### src/sv/u8sv_pkg.sv
// Shared types and constants for the UTF-8 stream validator.
// Used by u8sv_front, u8sv_fifo, u8sv_back and utf8_stream_validator.
package u8sv_pkg;

  // Class of a raw byte, set by the front end
  typedef enum logic [2:0] {
    CLS_ASCII,
    CLS_CONT,
    CLS_LEAD2,
    CLS_LEAD3,
    CLS_LEAD4,
    CLS_INVALID
  } byte_class_e;

  // Error codes as reported on error_kind
  typedef enum logic [2:0] {
    ERR_NONE      = 3'd0,
    ERR_BAD_LEAD  = 3'd1,
    ERR_BAD_CONT  = 3'd2,
    ERR_TRUNCATED = 3'd3,
    ERR_OVERLONG  = 3'd4,
    ERR_SURROGATE = 3'd5,
    ERR_RANGE     = 3'd6
  } err_kind_e;

  // One classified byte as queued between front and back
  typedef struct packed {
    byte_class_e cls;
    logic [6:0]  bits;   // payload bits with the marker bits stripped
    logic        last;
  } byte_item_t;

  localparam int unsigned CP_W = 21;

  localparam logic [CP_W-1:0] MIN_W2   = 21'h00080;
  localparam logic [CP_W-1:0] MIN_W3   = 21'h00800;
  localparam logic [CP_W-1:0] MIN_W4   = 21'h10000;
  localparam logic [CP_W-1:0] SURR_LO  = 21'h0D800;
  localparam logic [CP_W-1:0] SURR_HI  = 21'h0DFFF;
  localparam logic [CP_W-1:0] MAX_CP   = 21'h10FFFF;

  localparam logic [7:0] LEAD2_LO = 8'hC2;
  localparam logic [7:0] LEAD2_HI = 8'hDF;
  localparam logic [7:0] LEAD3_LO = 8'hE0;
  localparam logic [7:0] LEAD3_HI = 8'hEF;
  localparam logic [7:0] LEAD4_LO = 8'hF0;
  localparam logic [7:0] LEAD4_HI = 8'hF4;

  // Queue between front and back
  localparam int unsigned FIFO_DEPTH = 2;
  localparam int unsigned FIFO_PTR_W = (FIFO_DEPTH > 1) ? $clog2(FIFO_DEPTH) : 1;
  localparam int unsigned FIFO_CNT_W = $clog2(FIFO_DEPTH + 1);

endpackage

### src/sv/utf8_stream_validator.sv
// UTF-8 stream validator, top level.
// Instantiates u8sv_front, u8sv_fifo and u8sv_back; types from u8sv_pkg.
//
// Usage:
//   Input channel (in_valid_i / in_ready_o) carries one byte of a buffer per
//   beat, with last_byte_i set on the final byte. Output channel
//   (out_valid_o / out_ready_i) gives exactly one result beat per input beat,
//   in order: a completed code point with its width, the buffer verdict on the
//   last byte, and the first error kind seen so far in the buffer.
//   Path: an accepted byte is written into the queue, then the back end pops
//   it and loads its result into the output register.
//   Throughput: one byte per cycle, sustained while out_ready_i stays high.
//   The front end classifies the byte into a two-entry queue; the back end
//   updates the sequence state and loads the output register for each byte.
//   Receiver stall: the output register holds its beat, the back end stops
//   popping, the queue takes at most two more bytes and then in_ready_o drops.
//   Reset: clears the queue, the sequence state and the output valid. The
//   state also clears after the last byte of each buffer.
module utf8_stream_validator (
  input  logic        clk_i,
  input  logic        rst_ni,
  input  logic        in_valid_i,
  output logic        in_ready_o,
  input  logic [7:0]  data_byte_i,
  input  logic        last_byte_i,
  output logic        out_valid_o,
  input  logic        out_ready_i,
  output logic        point_valid_o,
  output logic [20:0] code_point_o,
  output logic [2:0]  point_width_o,
  output logic        buffer_end_o,
  output logic        buffer_ok_o,
  output logic [2:0]  error_kind_o
);

  logic                 fifo_full;
  logic                 fifo_valid;
  logic                 push;
  logic                 pop;
  u8sv_pkg::byte_item_t front_item;
  u8sv_pkg::byte_item_t head_item;

  u8sv_front u_front (
    .in_valid_i  (in_valid_i),
    .data_byte_i (data_byte_i),
    .last_byte_i (last_byte_i),
    .fifo_full_i (fifo_full),
    .in_ready_o  (in_ready_o),
    .push_o      (push),
    .item_o      (front_item)
  );

  u8sv_fifo u_fifo (
    .clk_i   (clk_i),
    .rst_ni  (rst_ni),
    .push_i  (push),
    .item_i  (front_item),
    .pop_i   (pop),
    .full_o  (fifo_full),
    .valid_o (fifo_valid),
    .item_o  (head_item)
  );

  u8sv_back u_back (
    .clk_i         (clk_i),
    .rst_ni        (rst_ni),
    .item_valid_i  (fifo_valid),
    .item_i        (head_item),
    .pop_o         (pop),
    .out_ready_i   (out_ready_i),
    .out_valid_o   (out_valid_o),
    .point_valid_o (point_valid_o),
    .code_point_o  (code_point_o),
    .point_width_o (point_width_o),
    .buffer_end_o  (buffer_end_o),
    .buffer_ok_o   (buffer_ok_o),
    .error_kind_o  (error_kind_o)
  );

  // A reported code point never comes with an error recorded
  assert property (@(posedge clk_i) disable iff (!rst_ni)
    out_valid_o && point_valid_o |-> error_kind_o == u8sv_pkg::ERR_NONE)
    else $error("code point reported after an error");

  // A passing verdict only on the last byte and with no error
  assert property (@(posedge clk_i) disable iff (!rst_ni)
    out_valid_o && buffer_ok_o |-> buffer_end_o && error_kind_o == u8sv_pkg::ERR_NONE)
    else $error("buffer_ok without clean buffer end");

  // Reported points are in range and carry a width of one to four
  assert property (@(posedge clk_i) disable iff (!rst_ni)
    out_valid_o && point_valid_o |->
      code_point_o <= u8sv_pkg::MAX_CP && point_width_o != 3'd0 && point_width_o <= 3'd4)
    else $error("bad code point or width");

  // A stalled result beat is not overwritten
  assert property (@(posedge clk_i) disable iff (!rst_ni)
    out_valid_o && !out_ready_i |=> out_valid_o && $stable(code_point_o) &&
      $stable(error_kind_o) && $stable(buffer_end_o))
    else $error("output beat changed while stalled");

endmodule

### src/sv/u8sv_front.sv
// Front end of the UTF-8 validator: takes input beats and classifies each byte.
// Depends on u8sv_pkg; pushes classified items into u8sv_fifo.
module u8sv_front (
  input  logic                 in_valid_i,
  input  logic [7:0]           data_byte_i,
  input  logic                 last_byte_i,
  input  logic                 fifo_full_i,
  output logic                 in_ready_o,
  output logic                 push_o,
  output u8sv_pkg::byte_item_t item_o
);

  assign in_ready_o = ~fifo_full_i;
  assign push_o     = in_valid_i & ~fifo_full_i;

  // Byte classification and marker stripping
  always_comb begin
    item_o.last = last_byte_i;
    item_o.bits = data_byte_i[6:0];
    if (!data_byte_i[7]) begin
      item_o.cls = u8sv_pkg::CLS_ASCII;
    end else if (data_byte_i[6] == 1'b0) begin
      item_o.cls  = u8sv_pkg::CLS_CONT;
      item_o.bits = {1'b0, data_byte_i[5:0]};
    end else if (data_byte_i >= u8sv_pkg::LEAD2_LO && data_byte_i <= u8sv_pkg::LEAD2_HI) begin
      item_o.cls  = u8sv_pkg::CLS_LEAD2;
      item_o.bits = {2'b00, data_byte_i[4:0]};
    end else if (data_byte_i >= u8sv_pkg::LEAD3_LO && data_byte_i <= u8sv_pkg::LEAD3_HI) begin
      item_o.cls  = u8sv_pkg::CLS_LEAD3;
      item_o.bits = {3'b000, data_byte_i[3:0]};
    end else if (data_byte_i >= u8sv_pkg::LEAD4_LO && data_byte_i <= u8sv_pkg::LEAD4_HI) begin
      item_o.cls  = u8sv_pkg::CLS_LEAD4;
      item_o.bits = {4'b0000, data_byte_i[2:0]};
    end else begin
      // C0, C1 and F5-FF never start a sequence
      item_o.cls = u8sv_pkg::CLS_INVALID;
    end
  end

endmodule

### src/sv/u8sv_fifo.sv
// Short queue of classified bytes between the front and back ends.
// Depends on u8sv_pkg for the item type and depth.
module u8sv_fifo (
  input  logic                 clk_i,
  input  logic                 rst_ni,
  input  logic                 push_i,
  input  u8sv_pkg::byte_item_t item_i,
  input  logic                 pop_i,
  output logic                 full_o,
  output logic                 valid_o,
  output u8sv_pkg::byte_item_t item_o
);

  u8sv_pkg::byte_item_t mem_q [u8sv_pkg::FIFO_DEPTH];

  logic [u8sv_pkg::FIFO_PTR_W-1:0] wr_ptr_q, wr_ptr_d;
  logic [u8sv_pkg::FIFO_PTR_W-1:0] rd_ptr_q, rd_ptr_d;
  logic [u8sv_pkg::FIFO_CNT_W-1:0] count_q, count_d;

  localparam logic [u8sv_pkg::FIFO_PTR_W-1:0] LastPtr =
    u8sv_pkg::FIFO_PTR_W'(u8sv_pkg::FIFO_DEPTH - 1);
  localparam logic [u8sv_pkg::FIFO_CNT_W-1:0] FullCnt =
    u8sv_pkg::FIFO_CNT_W'(u8sv_pkg::FIFO_DEPTH);

  assign full_o  = (count_q == FullCnt);
  assign valid_o = (count_q != '0);
  assign item_o  = mem_q[rd_ptr_q];

  // Pointer and fill count update
  always_comb begin
    wr_ptr_d = wr_ptr_q;
    rd_ptr_d = rd_ptr_q;
    count_d  = count_q;
    if (push_i) begin
      wr_ptr_d = (wr_ptr_q == LastPtr) ? '0 : wr_ptr_q + 1'b1;
    end
    if (pop_i) begin
      rd_ptr_d = (rd_ptr_q == LastPtr) ? '0 : rd_ptr_q + 1'b1;
    end
    if (push_i && !pop_i) begin
      count_d = count_q + 1'b1;
    end else if (!push_i && pop_i) begin
      count_d = count_q - 1'b1;
    end
  end

  always_ff @(posedge clk_i or negedge rst_ni) begin
    if (!rst_ni) begin
      wr_ptr_q <= '0;
      rd_ptr_q <= '0;
      count_q  <= '0;
    end else begin
      wr_ptr_q <= wr_ptr_d;
      rd_ptr_q <= rd_ptr_d;
      count_q  <= count_d;
    end
  end

  // Storage, no reset needed
  always_ff @(posedge clk_i) begin
    if (push_i) begin
      mem_q[wr_ptr_q] <= item_i;
    end
  end

endmodule

### src/sv/u8sv_back.sv
// Back end of the UTF-8 validator: sequence state, value checks, output register.
// Depends on u8sv_pkg; pops classified items from u8sv_fifo.
module u8sv_back (
  input  logic                 clk_i,
  input  logic                 rst_ni,
  input  logic                 item_valid_i,
  input  u8sv_pkg::byte_item_t item_i,
  output logic                 pop_o,
  input  logic                 out_ready_i,
  output logic                 out_valid_o,
  output logic                 point_valid_o,
  output logic [20:0]          code_point_o,
  output logic [2:0]           point_width_o,
  output logic                 buffer_end_o,
  output logic                 buffer_ok_o,
  output logic [2:0]           error_kind_o
);

  // Sequence state
  logic [1:0]                    bytes_left_q, bytes_left_d;
  logic [2:0]                    seq_width_q, seq_width_d;
  logic [u8sv_pkg::CP_W-1:0]     partial_q, partial_d;
  logic                          err_seen_q, err_seen_d;
  u8sv_pkg::err_kind_e           first_err_q, first_err_d;

  // Output register
  logic                          out_valid_q;
  logic                          pv_q;
  logic [u8sv_pkg::CP_W-1:0]     cp_q;
  logic [2:0]                    pw_q;
  logic                          end_q;
  logic                          ok_q;
  u8sv_pkg::err_kind_e           kind_q;

  logic                          pv;
  logic [u8sv_pkg::CP_W-1:0]     cp;
  logic [2:0]                    pw;
  logic                          ok;
  u8sv_pkg::err_kind_e           err;
  logic [u8sv_pkg::CP_W-1:0]     acc;
  logic [1:0]                    bl_dec;
  logic                          fire;

  assign fire  = item_valid_i & (~out_valid_q | out_ready_i);
  assign pop_o = fire;

  assign acc    = {partial_q[u8sv_pkg::CP_W-7:0], item_i.bits[5:0]};
  assign bl_dec = bytes_left_q - 2'd1;

  // Decode step for the item at the head of the queue
  always_comb begin
    bytes_left_d = bytes_left_q;
    seq_width_d  = seq_width_q;
    partial_d    = partial_q;
    err_seen_d   = err_seen_q;
    first_err_d  = first_err_q;
    err          = u8sv_pkg::ERR_NONE;
    pv           = 1'b0;
    cp           = '0;
    pw           = 3'd0;

    if (!err_seen_q) begin
      if (bytes_left_q == 2'd0) begin
        // Expecting a lead byte
        case (item_i.cls)
          u8sv_pkg::CLS_ASCII: begin
            pv = 1'b1;
            cp = u8sv_pkg::CP_W'(item_i.bits);
            pw = 3'd1;
          end
          u8sv_pkg::CLS_LEAD2: begin
            seq_width_d  = 3'd2;
            bytes_left_d = 2'd1;
            partial_d    = u8sv_pkg::CP_W'(item_i.bits[4:0]);
          end
          u8sv_pkg::CLS_LEAD3: begin
            seq_width_d  = 3'd3;
            bytes_left_d = 2'd2;
            partial_d    = u8sv_pkg::CP_W'(item_i.bits[3:0]);
          end
          u8sv_pkg::CLS_LEAD4: begin
            seq_width_d  = 3'd4;
            bytes_left_d = 2'd3;
            partial_d    = u8sv_pkg::CP_W'(item_i.bits[2:0]);
          end
          default: err = u8sv_pkg::ERR_BAD_LEAD;
        endcase
      end else if (item_i.cls == u8sv_pkg::CLS_CONT) begin
        // Gather six more bits
        partial_d    = acc;
        bytes_left_d = bl_dec;
        if (bl_dec == 2'd0) begin
          if ((seq_width_q == 3'd2 && acc < u8sv_pkg::MIN_W2) ||
              (seq_width_q == 3'd3 && acc < u8sv_pkg::MIN_W3) ||
              (seq_width_q == 3'd4 && acc < u8sv_pkg::MIN_W4)) begin
            err = u8sv_pkg::ERR_OVERLONG;
          end else if (acc >= u8sv_pkg::SURR_LO && acc <= u8sv_pkg::SURR_HI) begin
            err = u8sv_pkg::ERR_SURROGATE;
          end else if (acc > u8sv_pkg::MAX_CP) begin
            err = u8sv_pkg::ERR_RANGE;
          end else begin
            pv = 1'b1;
            cp = acc;
            pw = seq_width_q;
          end
          seq_width_d = 3'd0;
          partial_d   = '0;
        end
      end else begin
        err = u8sv_pkg::ERR_BAD_CONT;
      end

      // Buffer ends inside a sequence
      if (err == u8sv_pkg::ERR_NONE && item_i.last && bytes_left_d != 2'd0) begin
        err = u8sv_pkg::ERR_TRUNCATED;
      end

      if (err != u8sv_pkg::ERR_NONE) begin
        err_seen_d   = 1'b1;
        first_err_d  = err;
        bytes_left_d = 2'd0;
        seq_width_d  = 3'd0;
        partial_d    = '0;
      end
    end

    ok = item_i.last & ~err_seen_d;
  end

  // State registers, cleared after the last byte of a buffer
  always_ff @(posedge clk_i or negedge rst_ni) begin
    if (!rst_ni) begin
      bytes_left_q <= 2'd0;
      seq_width_q  <= 3'd0;
      partial_q    <= '0;
      err_seen_q   <= 1'b0;
      first_err_q  <= u8sv_pkg::ERR_NONE;
    end else if (fire) begin
      if (item_i.last) begin
        bytes_left_q <= 2'd0;
        seq_width_q  <= 3'd0;
        partial_q    <= '0;
        err_seen_q   <= 1'b0;
        first_err_q  <= u8sv_pkg::ERR_NONE;
      end else begin
        bytes_left_q <= bytes_left_d;
        seq_width_q  <= seq_width_d;
        partial_q    <= partial_d;
        err_seen_q   <= err_seen_d;
        first_err_q  <= first_err_d;
      end
    end
  end

  // Output beat valid
  always_ff @(posedge clk_i or negedge rst_ni) begin
    if (!rst_ni) begin
      out_valid_q <= 1'b0;
    end else if (fire) begin
      out_valid_q <= 1'b1;
    end else if (out_ready_i) begin
      out_valid_q <= 1'b0;
    end
  end

  // Output payload
  always_ff @(posedge clk_i) begin
    if (fire) begin
      pv_q   <= pv;
      cp_q   <= cp;
      pw_q   <= pw;
      end_q  <= item_i.last;
      ok_q   <= ok;
      kind_q <= first_err_d;
    end
  end

  assign out_valid_o   = out_valid_q;
  assign point_valid_o = pv_q;
  assign code_point_o  = cp_q;
  assign point_width_o = pw_q;
  assign buffer_end_o  = end_q;
  assign buffer_ok_o   = ok_q;
  assign error_kind_o  = kind_q;

endmodule
### config.mk
export PLATFORM = sky130hd
export DESIGN_NAME = utf8_stream_validator
export DESIGN_NICKNAME = d
export VERILOG_FILES = /design/src/sv/u8sv_pkg.sv /design/src/sv/utf8_stream_validator.sv /design/src/sv/u8sv_front.sv /design/src/sv/u8sv_fifo.sv /design/src/sv/u8sv_back.sv
export SDC_FILE = /design/constraint.sdc
export NUM_CORES = 1
export LEC_CHECK = 0
export ABC_AREA = 0
export BUFFER_PORTS_ARGS = -buffer_cell sky130_fd_sc_hd__buf_4
export CAP_MARGIN = 20
export CORE_MARGIN = 4
export CORE_UTILIZATION = 60
export CTS_BUF_LIST = sky130_fd_sc_hd__clkbuf_2
export CTS_CLUSTER_SIZE = 28
export DETAILED_ROUTE_END_ITERATION = 8
export GPL_ROUTABILITY_DRIVEN = 1
export PLACE_DENSITY = 0.8
export SLEW_MARGIN = 10
export SYNTH_ARGS = -nofsm -noshare
export SYNTH_HDL_FRONTEND = slang
export SYNTH_HIERARCHICAL = 1
export SYNTH_SLANG_ARGS = --single-unit
### constraint.sdc
create_clock -name clk_i -period 2.7 [get_ports clk_i]
set_input_delay 0.135 -clock clk_i [delete_from_list [all_inputs] [get_ports clk_i]]
set_output_delay 0.135 -clock clk_i [all_outputs]
set_load 0.005 [all_outputs]
Word level (Yosys, flattened, before mapping)
Memory sizes are Yosys's and may differ from the RTL's.
Cells that the tools add are included.
Word-level totals
  input bits: 13
  memories: 1
  register bits: 59
  output and inout port bits: 32
  bits in writable memories: 22
  logic and storage cells: 153
Memory list
  u_fifo.mem_q: words 2, width 11, rd ports 1, clocked after memory_dff 0, wr ports 1, RTL line u8sv_fifo.sv:14  | u8sv_pkg::byte_item_t mem_q [u8sv_pkg::FIFO_DEPTH];
Operators by class
  bitwise gates (word level): 7
  add/subtract/negate cells: 5
  mux-type cells: 73
  reductions and logical operators: 30
  eq/ne operators: 10
  $lt $le $gt $ge: 12
Operator list (number)
  2-to-1 mux 21 bit: 6
  2-to-1 mux 15 bit: 6
  2-to-1 mux 3 bit: 25
  one-hot mux 15 bit (3 select lines): 1
  2-to-1 mux 10 bit: 3
  greater-or-equal comparator 8 bit (second input constant): 3
  <= comparator 8 bit (second input constant): 3
  greater-or-equal comparator 21 x 16 -> 1 bit (second input constant): 1
  greater-than comparator 21 bit (second input constant): 1
  <= comparator 21 x 16 -> 1 bit (second input constant): 1
  less-than comparator 21 x 12 -> 1 bit (second input constant): 1
  less-than comparator 21 x 17 -> 1 bit (second input constant): 1
  less-than comparator 21 x 8 -> 1 bit (second input constant): 1
  2-to-1 mux 7 bit: 3
  2-to-1 mux 1 bit: 19
  2-to-1 mux 2 bit: 8
  == test 3 x 2 -> 1 bit (second input constant): 4
  logical AND 1 bit: 11
  one-hot mux 3 bit (3 select lines): 1
  nonzero test 2 bit: 4
  nonzero test 4 bit: 2
  == test 3 bit (second input constant): 2
  logical NOT 3 bit: 2
  != test 6 x 5 -> 1 bit (second input constant): 1
  other kinds (18): 27

Logic depth before layout (Yosys ltp)
Gate-level depths: netlist (run 1).
An unclocked memory read counts as a cell.
  depth in word-level cells: 20
  mapped depth: 10
  gate-level depth less buffers: 8

Cells and area by module
Netlist (run 1), hierarchy kept.
Modules (own cells, without submodules)
  u8sv_back: area an instance 2618.8 um^2, cells an instance 232, instances 1, sequential area each 1526.5 um^2
  u8sv_fifo: area an instance 1018.5 um^2, cells an instance 50, instances 1, sequential area each 760.7 um^2
  u8sv_front: area an instance 135.1 um^2, cells an instance 21, instances 1, sequential area each 0.0 um^2

Worst setup path after synthesis (run 1)
Ideal clock, no wire load.
  path kind: register -> register
  from: register u_fifo.rd_ptr_q
  to: register u_back.kind_q[2] (netlist: u_back/error_kind_o[2]) (data pin)
  library setup time: 263 ps
  cell stages (with the launch flop): 9
  slack: 454 ps
  period minus slack after synthesis: 2246 ps
  data required time: 2437 ps
  arrival time: 1983 ps
  buffers on the path: 1
  path through: dfrtp_1 buf_6 mux2_4 or4_1 a31oi_1 a311o_2 o21ai_2 a31oi_1 o22ai_1
RTL lines
  from (decl): RTL line u8sv_fifo.sv:17  | logic [u8sv_pkg::FIFO_PTR_W-1:0] rd_ptr_q, rd_ptr_d;
  from (signal assigned): RTL line u8sv_fifo.sv:54  | rd_ptr_q <= rd_ptr_d;
  to (signal assigned): RTL line u8sv_back.sv:174  | kind_q <= first_err_d;
  to (decl): RTL line u8sv_back.sv:33  | u8sv_pkg::err_kind_e kind_q;

Final worst setup path (run 1)
  from: register u_back.bytes_left_q[0]
  to: register u_back.ok_q (netlist: u_back/buffer_ok_o) (data pin)
On the way
  longest elaborated chain between the ends: 16
  elaborated cells on any way between the ends: 22
  classes of those cells: 1 x add/sub; 12 x mux; 2 x bitwise; 7 x reduce/logical
RTL lines
  from (decl): RTL line u8sv_back.sv:20  | logic [1:0] bytes_left_q, bytes_left_d;
  from (signal assigned): RTL line u8sv_back.sv:146  | bytes_left_q <= bytes_left_d;
  subtractor 2 x 1 -> 2 bit: RTL line u8sv_back.sv:48  | assign bl_dec = bytes_left_q - 2'd1;
  logical NOT 2 bit: RTL line u8sv_back.sv:92  | if (bl_dec == 2'd0) begin
  2-to-1 mux 3 bit: RTL line u8sv_back.sv:92
  2-to-1 mux 3 bit: RTL line u8sv_back.sv:88  | end else if (item_i.cls == u8sv_pkg::CLS_CONT) begin
  2-to-1 mux 3 bit: RTL line u8sv_back.sv:63  | if (bytes_left_q == 2'd0) begin
  2-to-1 mux 3 bit: RTL line u8sv_back.sv:62  | if (!err_seen_q) begin
  logical NOT 3 bit: RTL line u8sv_back.sv:114  | if (err == u8sv_pkg::ERR_NONE && item_i.last && bytes_left_d != 2'd0) begin
  logical AND 1 bit (2 in series): RTL line u8sv_back.sv:114
  2-to-1 mux 3 bit (*): RTL line u8sv_back.sv:114
  2-to-1 mux 3 bit (*): RTL line u8sv_back.sv:62
  nonzero test 3 bit (*): RTL line u8sv_back.sv:118  | if (err != u8sv_pkg::ERR_NONE) begin
  2-to-1 mux 1 bit (*): RTL line u8sv_back.sv:118
  2-to-1 mux 1 bit (*): RTL line u8sv_back.sv:62
  NOT 1 bit (*): RTL line u8sv_back.sv:127  | ok = item_i.last & ~err_seen_d;
  bitwise AND 1 bit (*): RTL line u8sv_back.sv:127
  via u_back.ok: RTL line u8sv_back.sv:38  | logic ok;
  to (signal assigned): RTL line u8sv_back.sv:173  | ok_q <= ok;
  to (decl): RTL line u8sv_back.sv:32  | logic ok_q;
Mark *: on every way through the listed nets, which the timed path passes. The rest lies on a longest branch. The select of a mux whose other input is x is not followed.
A chain may end at the register's enable or synchronous reset.

==> summary.txt, run 1 <==
Finish
  • Most common cell after layout, fill and taps aside: edfxtp_1
  • Ant. Diodes: 0
  • Sequential cell area: 2287 um2
  • NumNets Final: 376
  • Share of cells above drive strength 1: 0.2521
  • # fillers: 413
  • Most frequent cells in the layout: 52 x edfxtp_1, 50 x buf_4, 35 x nand2_1
  • Multi-input gate area: 1345 um2
  • Area growth syn-to-layout: 16.72%

Die
  • Total die area: 7620 um2
  • Ports: 45
  • Die Ht: ~87 um
  • Core outline area: 6026 um2
  • Die width: 87.29 um
  • Initial Util: 0.6260
  • Row count: 28

Synth
  • Synth Area in Simple Gates: 0.1718
  • Net count after synthesis: 319
  • Register area share after synthesis: 0.6063
  • Syn Inst Count: 303
  • Synth Area in Compound Gates: 0.1141
  • Xor/xnor share of the synthesized area: 0.01625
  • Count of cell types in the netlist: 60
  • Async SR Flop Fraction: 0.3580
  • Largest family of logic cells by synthesized area: simple AND/OR/NAND/NOR gates
  • Post-Syn Area per Cell: about 12 um2
  • Post-Synth Adder-Cell Area: 0.009950
  • EDFF count, synth: 52
  • Yosys reg bits: just over 80
  • Yosys warning count: 6
  • Top FF cell, synth: edfxtp_1
  • Post-Synthesis Cell Area: between 3000 and 4000 um2
  • Post-synthesis mux area share: 0.04444

Placed design
  • Routability cong.: around 0.84
  • Post-DP HPWL: approximately 4.8 mm
  • # port buffers: 44

Timing
  • F_max: 409.5 MHz
  • Tcrit/Tclk final: 0.9045
  • Worst-margin pin slew: 507.1 ps
  • Final-report hold violation count: 0
  • Slew margin rel.: 0.6619
  • Final Setup Violations: 0
  • Setup skew after layout: 42.14 ps
  • RSZ-0062 raised after global routing: no
  • Final Max Tran Viols: 0
  • Sum Neg Setup Slack: 0 ps
  • Minimum clock period: about 2400 ps

Setup path
  • Largest fanout on the critical path: 15
  • R2R Setup Slk: 260 ps
  • FF-to-FF End: u_back/buffer_ok_o
  • Reg-to-Reg Start: u_back/bytes_left_q[0]
  • CP required: 3050 ps
  • Startpoint Class: flip-flop
  • Worst endpoint data arrival time: about 2800 ps
  • CP Capture Type: flip-flop
  • Worst reg2reg path depth: 8
  • CP startpoint: u_back/bytes_left_q[0]
  • Worst Path Class, Setup: reg -> reg

Status
  • Status: finished clean

Drt
  • Routed WL per cell: 16.16 um
  • Drt via density: about 5.8
  • DRT Wirelength: 7.112 mm
  • DRC Markers: 0
  • Drt initial violations: 156
  • Routed via count: between 2000 and 3000
  • DRT Pass-1 Iters: 4
  • Antenna-violating nets left: 0

Clock network
  • Clock sink total: 81
  • H-tree levels: 3
  • Root Buffer: clkbuf_2
  • Clock slew at reported path FFs: 250 ps
  • CTS tree: yes
  • CTS buffer count: 9
  • Clk buf depth: 2
  • Post-CTS setup buffer count: 0
  • Worst-Skew Late Latency: 520 ps

Min path
  • Worst hold path type: in -> async

Pwr
  • Power Dens Cells: 1053 nW/um2
  • LEAKAGE: 1.806 nW
  • Total Power: 0.004635 W
  • VDD IR max: 611.0 uV

Global route
  • Largest net degree at the start of global routing: 30
  • Initial antenna violation count: 0
  • Grt total ovfl: 0
  • Vias in the first global route: 2374
  • Global-route usage over all layers: 0.2009
  • First-pass GRT wire length: 11.70 mm

Job
  • Maxcap violations: 0
-- worst max-delay path, stage by stage (launching register included) --
cell     delay, ps
dfrtp_1        470
inv_1          120
ha_1           440
or4_1          190
a31oi_1         80
a311o_2        390
o21ai_2        270
nand3_1        160
nor3b_1        200
-- per-stage QoR --
stage | hold WS (ps) | setup slack [ps] | instance area (um2) | util | std cells
6_report | 42.06 | 257.8 | 4403 | 0.7307 | 440
5_1_grt | 5.811 | 114.1 | 4403 | 0.7307 | 440
4_1_cts | 8.067 | 306.7 | 4393 | 0.7290 | 439
3_5_place_dp | 86.20 | 306.4 | 4143 | 0.6875 | 412
3_3_place_gp | 89.09 | 448.5 | 4143 | 0.6875 | 412
2_1_floorplan | -160.6 | 454.1 | 3772 | - | 303
-- cells by family (layout without fill, tap and decap cells) --
logic type,Yosys count,after routing
fa+ha+maj,3,3
flops,81,81
compound gates,59,59
xor+xnor,7,7
buf+inv,27,89
simple gates,114,114
mux,12,12
-- layout make-up --
cell class / count / area share
clock inverter: 6 / 0.02046
timing repair buffer: 62 / 0.1125
sequential: 81 / 0.5195
multi-input combinational: 195 / 0.3055
clock buffer: 10 / 0.01137
tap: 75 / 0.02131
inverter: 11 / 0.009378
-- state kept, by name (all words and copies together), names as in the netlist --
name,count
u_back/seq_width_q,3
u_back/buffer_end_o,1
u_back/error_kind_o,3
u_fifo/rd_ptr_q,1
u_fifo/mem_q,22
u_back/out_valid_o,1
u_back/code_point_o,21
u_back/point_valid_o,1
u_back/err_seen_q,1
u_back/first_err_q,3
u_back/bytes_left_q,2
u_back/partial_q,15
u_back/point_width_o,3
u_fifo/count_q,2
u_fifo/wr_ptr_q,1
u_back/buffer_ok_o,1
-- cells in the mapped netlist, types with 5 or more instances --
cell / number / area [um2]
xor2_1: 6 / 52.55
inv_1: 10 / 37.54
edfxtp_1: 52 / 1562
nor2_1: 8 / 30.03
buf_2: 7 / 35.03
a22o_1: 7 / 61.31
mux2_4: 9 / 135.1
a21oi_1: 6 / 30.03
o21ai_0: 16 / 80.08
nand2b_1: 5 / 31.28
nor2b_1: 5 / 31.28
and2_1: 24 / 150.1
nand2_1: 35 / 131.4
a31oi_1: 5 / 31.28
dfrtp_1: 29 / 725.7
-- timing repair --
item,CTS,global route
endpoints found under the setup margin,0,0
endpoints found under the hold margin,48,1
resized for setup,0,0
hold buffers,11,1
-- worst max path at each step --
stage | cells past startpoint | slack, ps | to
after floorplan | 8 | 450 | u_back/error_kind_o[2]
after global placement | 7 | 450 | u_back/error_kind_o[2]
after detailed placement | 8 | 310 | u_back/error_kind_o[0]
after CTS | 8 | 310 | u_back/buffer_ok_o
after global routing | 8 | 110 | u_back/buffer_ok_o
final | 8 | 260 | u_back/buffer_ok_o
-- where the power goes --
part	internal [W]	switching, W	total, W
logic	0.000875	0.00105	0.00192
registers	0.00177	0.000208	0.00198
clock network	0.000317	0.000419	0.000736
-- layer usage --
layer / global-route usage / share of wire / wire length, um / vias to the layer above
li1: - / - / - / 1217
met1: 0.2573 / 0.42 / 3020 / 1234
met2: 0.3288 / 0.50 / 3552 / 78
met3: 0.04257 / 0.057 / 404 / 11
met4: 0.08926 / 0.019 / 135 / 0
met5: 0 / 0 / 0 / -
Note: power is estimated with default switching activity, not from simulation.
==> run 2: changes to the inputs <==
--- a/config.mk
+++ b/config.mk
@@ -13,7 +13,7 @@
 export CTS_BUF_LIST = sky130_fd_sc_hd__clkbuf_2
 export CTS_CLUSTER_SIZE = 28
 export DETAILED_ROUTE_END_ITERATION = 8
-export GPL_ROUTABILITY_DRIVEN = 1
+export GPL_ROUTABILITY_DRIVEN = 0
 export PLACE_DENSITY = 0.8
 export SLEW_MARGIN = 10
 export SYNTH_ARGS = -nofsm -noshare
==> constraint.sdc (replaced) <==
create_clock -name clk_i -period 2.7 [get_ports clk_i]
set_input_delay 0.81 -clock clk_i [delete_from_list [all_inputs] [get_ports clk_i]]
set_output_delay 0.81 -clock clk_i [all_outputs]
set_load 0.005 [all_outputs]
==> run 2 against run 1 <==
  * Die area unchanged
  * Utilization decreased by 2.3 points
  * Clock power decreased by 15%
  * Global-route usage decreased by 0.26 points
  * Critical endpoint is now u_back/first_err_q[1]
  * Largest cell class unchanged
==> summary.txt, run 2 (same netlist as run 1, synthesis figures left out) <==
Pwr
  • VDD IR max: 586.8 uV
  • Psw: 0.001664 W
  • Sequential share of power: 0.439
  • Clock group share of total power: 0.138
  • Logic gate share of total power: 0.423
  • Power Dens Cells: 1059 nW/um2
  • Sw Share: 0.3682
  • Total Power: 0.004518 W
  • Internal power of the cells: between 0.002 and 0.003 W
  • LEAKAGE: 1.748 nW

Setup path
  • Worst Path Class, Setup: reg -> reg
  • Worst reg2reg path depth: 7
  • CP startpoint: u_fifo/rd_ptr_q
  • Worst endpoint data arrival time: 2870 ps
  • FF-to-FF End: u_back/first_err_q[1]
  • CP Capture Type: flip-flop
  • Startpoint Class: flip-flop
  • CP required: 3170 ps
  • Reg-to-Reg Start: u_fifo/rd_ptr_q
  • Largest fanout on the critical path: 11
  • R2R Setup Slk: 290 ps

Clock network
  • Resize count post-CTS: 0
  • H-tree levels: 3
  • Post-CTS setup buffer count: 0
  • CTS Hold Bufs: 0
  • Clock sink total: 81
  • Worst-Skew Late Latency: 500 ps
  • Root Buffer: clkbuf_2
  • CTS buffer count: 9
  • Clock slew at reported path FFs: 220 ps
  • Clk buf depth: 2
  • CTS tree: yes

Global route
  • Grt total ovfl: 0
  • Largest net degree at the start of global routing: 30
  • First-pass GRT wire length: ~12 mm
  • Vias in the first global route: between 2000 and 2500
  • Global-route usage over all layers: 0.1983
  • Initial antenna violation count: 0

Drt
  • DRT Wirelength: 6.783 mm
  • DRC Markers: 0
  • Routed WL per cell: 15.81 um
  • DRT Pass-1 Iters: 4
  • Antenna-violating nets left: 0
  • Drt initial violations: between 150 and 200
  • Routed via count: around 2500
  • Drt via density: 5.753

Timing
  • RSZ-0062 raised after global routing: no
  • Minimum clock period: 2406 ps
  • Setup skew after layout: 25.97 ps
  • Final Setup Violations: 0
  • Final Max Tran Viols: 0
  • Final setup margin: 294.1 ps
  • F_max: just over 400 MHz
  • Sum Neg Setup Slack: 0 ps
  • Worst-margin pin slew: around 480 ps
  • Worst hold slack: ~180 ps
  • Final-report hold violation count: 0
  • Tcrit/Tclk final: 0.8911
  • Slew margin rel.: 0.6829

Die
  • Row count: 28
  • Die Ht: 87.29 um
  • Initial Util: 0.6260
  • Ports: 45
  • Total die area: 7620 um2
  • Core outline area: 6026 um2
  • Die width: 87.29 um

Finish
  • Reg with most FFs: u_fifo/mem_q
  • Most common cell after layout, fill and taps aside: edfxtp_1
  • Ant. Diodes: 0
  • Fin area: between 4000 and 5000 um2
  • Largest regs: u_fifo/mem_q (22), u_back/code_point_o (21), u_back/partial_q (15)
  • Share of cells above drive strength 1: 0.2655
  • Most frequent cells in the layout: 52 x edfxtp_1, 51 x buf_4, 35 x nand2_1
  • Largest register FFs: 22
  • NumNets Final: 365
  • Area growth syn-to-layout: 13.07%
  • # fillers: 455

Placed design
  • # port buffers: 44
  • Placed inst area: 4150 um2
  • Post-DP HPWL: 4.924 mm
  • Post-placement setup slack: 301.2 ps

Min path
  • Worst hold path type: in -> async

Status
  • Status: finished clean

Job
  • Maxcap violations: 0
==> run 2: layer usage <==
layer / vias to the layer above / share of wire / track usage
li1: 1197 / - / -
met1: 1194 / 0.42 / 0.2511
met2: 66 / 0.50 / 0.3253
met3: 11 / 0.050 / 0.03879
met4: 0 / 0.022 / 0.09763
met5: - / 0 / 0
==> run 2: metrics by stage <==
| step | utilization | std cells |
|---|---|---|
| after floorplan | - | 303 |
| after global placement | 0.6887 | 413 |
| after detailed placement | 0.6887 | 413 |
| after CTS | 0.7078 | 429 |
| after global routing | 0.7078 | 429 |
| final | 0.7078 | 429 |
==> run 2: worst max path at each step <==
stage / slack (ps) / to / cells after the start
2_1_floorplan: 300 / u_back/seq_width_q[0] / 7
4_1_cts: 280 / u_back/first_err_q[1] / 7
3_5_place_dp: 300 / u_back/error_kind_o[2] / 7
3_3_place_gp: 360 / u_back/error_kind_o[2] / 7
5_1_grt: 100 / u_back/first_err_q[1] / 7
6_report: 290 / u_back/first_err_q[1] / 7
==> run 2: layout make-up <==
class	instances	area [um2]	share of cell area
clock buffers	9	45.04	0.01056
clock inverters	7	70.07	0.01643
inverters	11	41.29	0.009680
multi-input cells	195	1345	0.3153
flip-flops and latches	81	2287	0.5362
well taps	75	93.84	0.02200
repair buffers	51	382.9	0.08976
==> run 2: worst max-delay path, stage by stage (launching register included) <==
cell and delay (ps):
dfrtp_1 510, mux2_2 450, or4_1 540, a31oi_1 180, a311o_2 150, o21ai_2 100
a311oi_2 310, a22o_1 160
==> run 2: power groups by stage <==
stage,Clock [W],Combinational (W),Sequential (W)
3_5_place_dp,0,0.00191,0.00202
4_1_cts,0.000642,0.00192,0.00199
3_3_place_gp,0,0.00185,0.00200
2_1_floorplan,0,0.00134,0.00196
5_1_grt,0.000705,0.00211,0.00203
6_report,0.000623,0.00191,0.00198
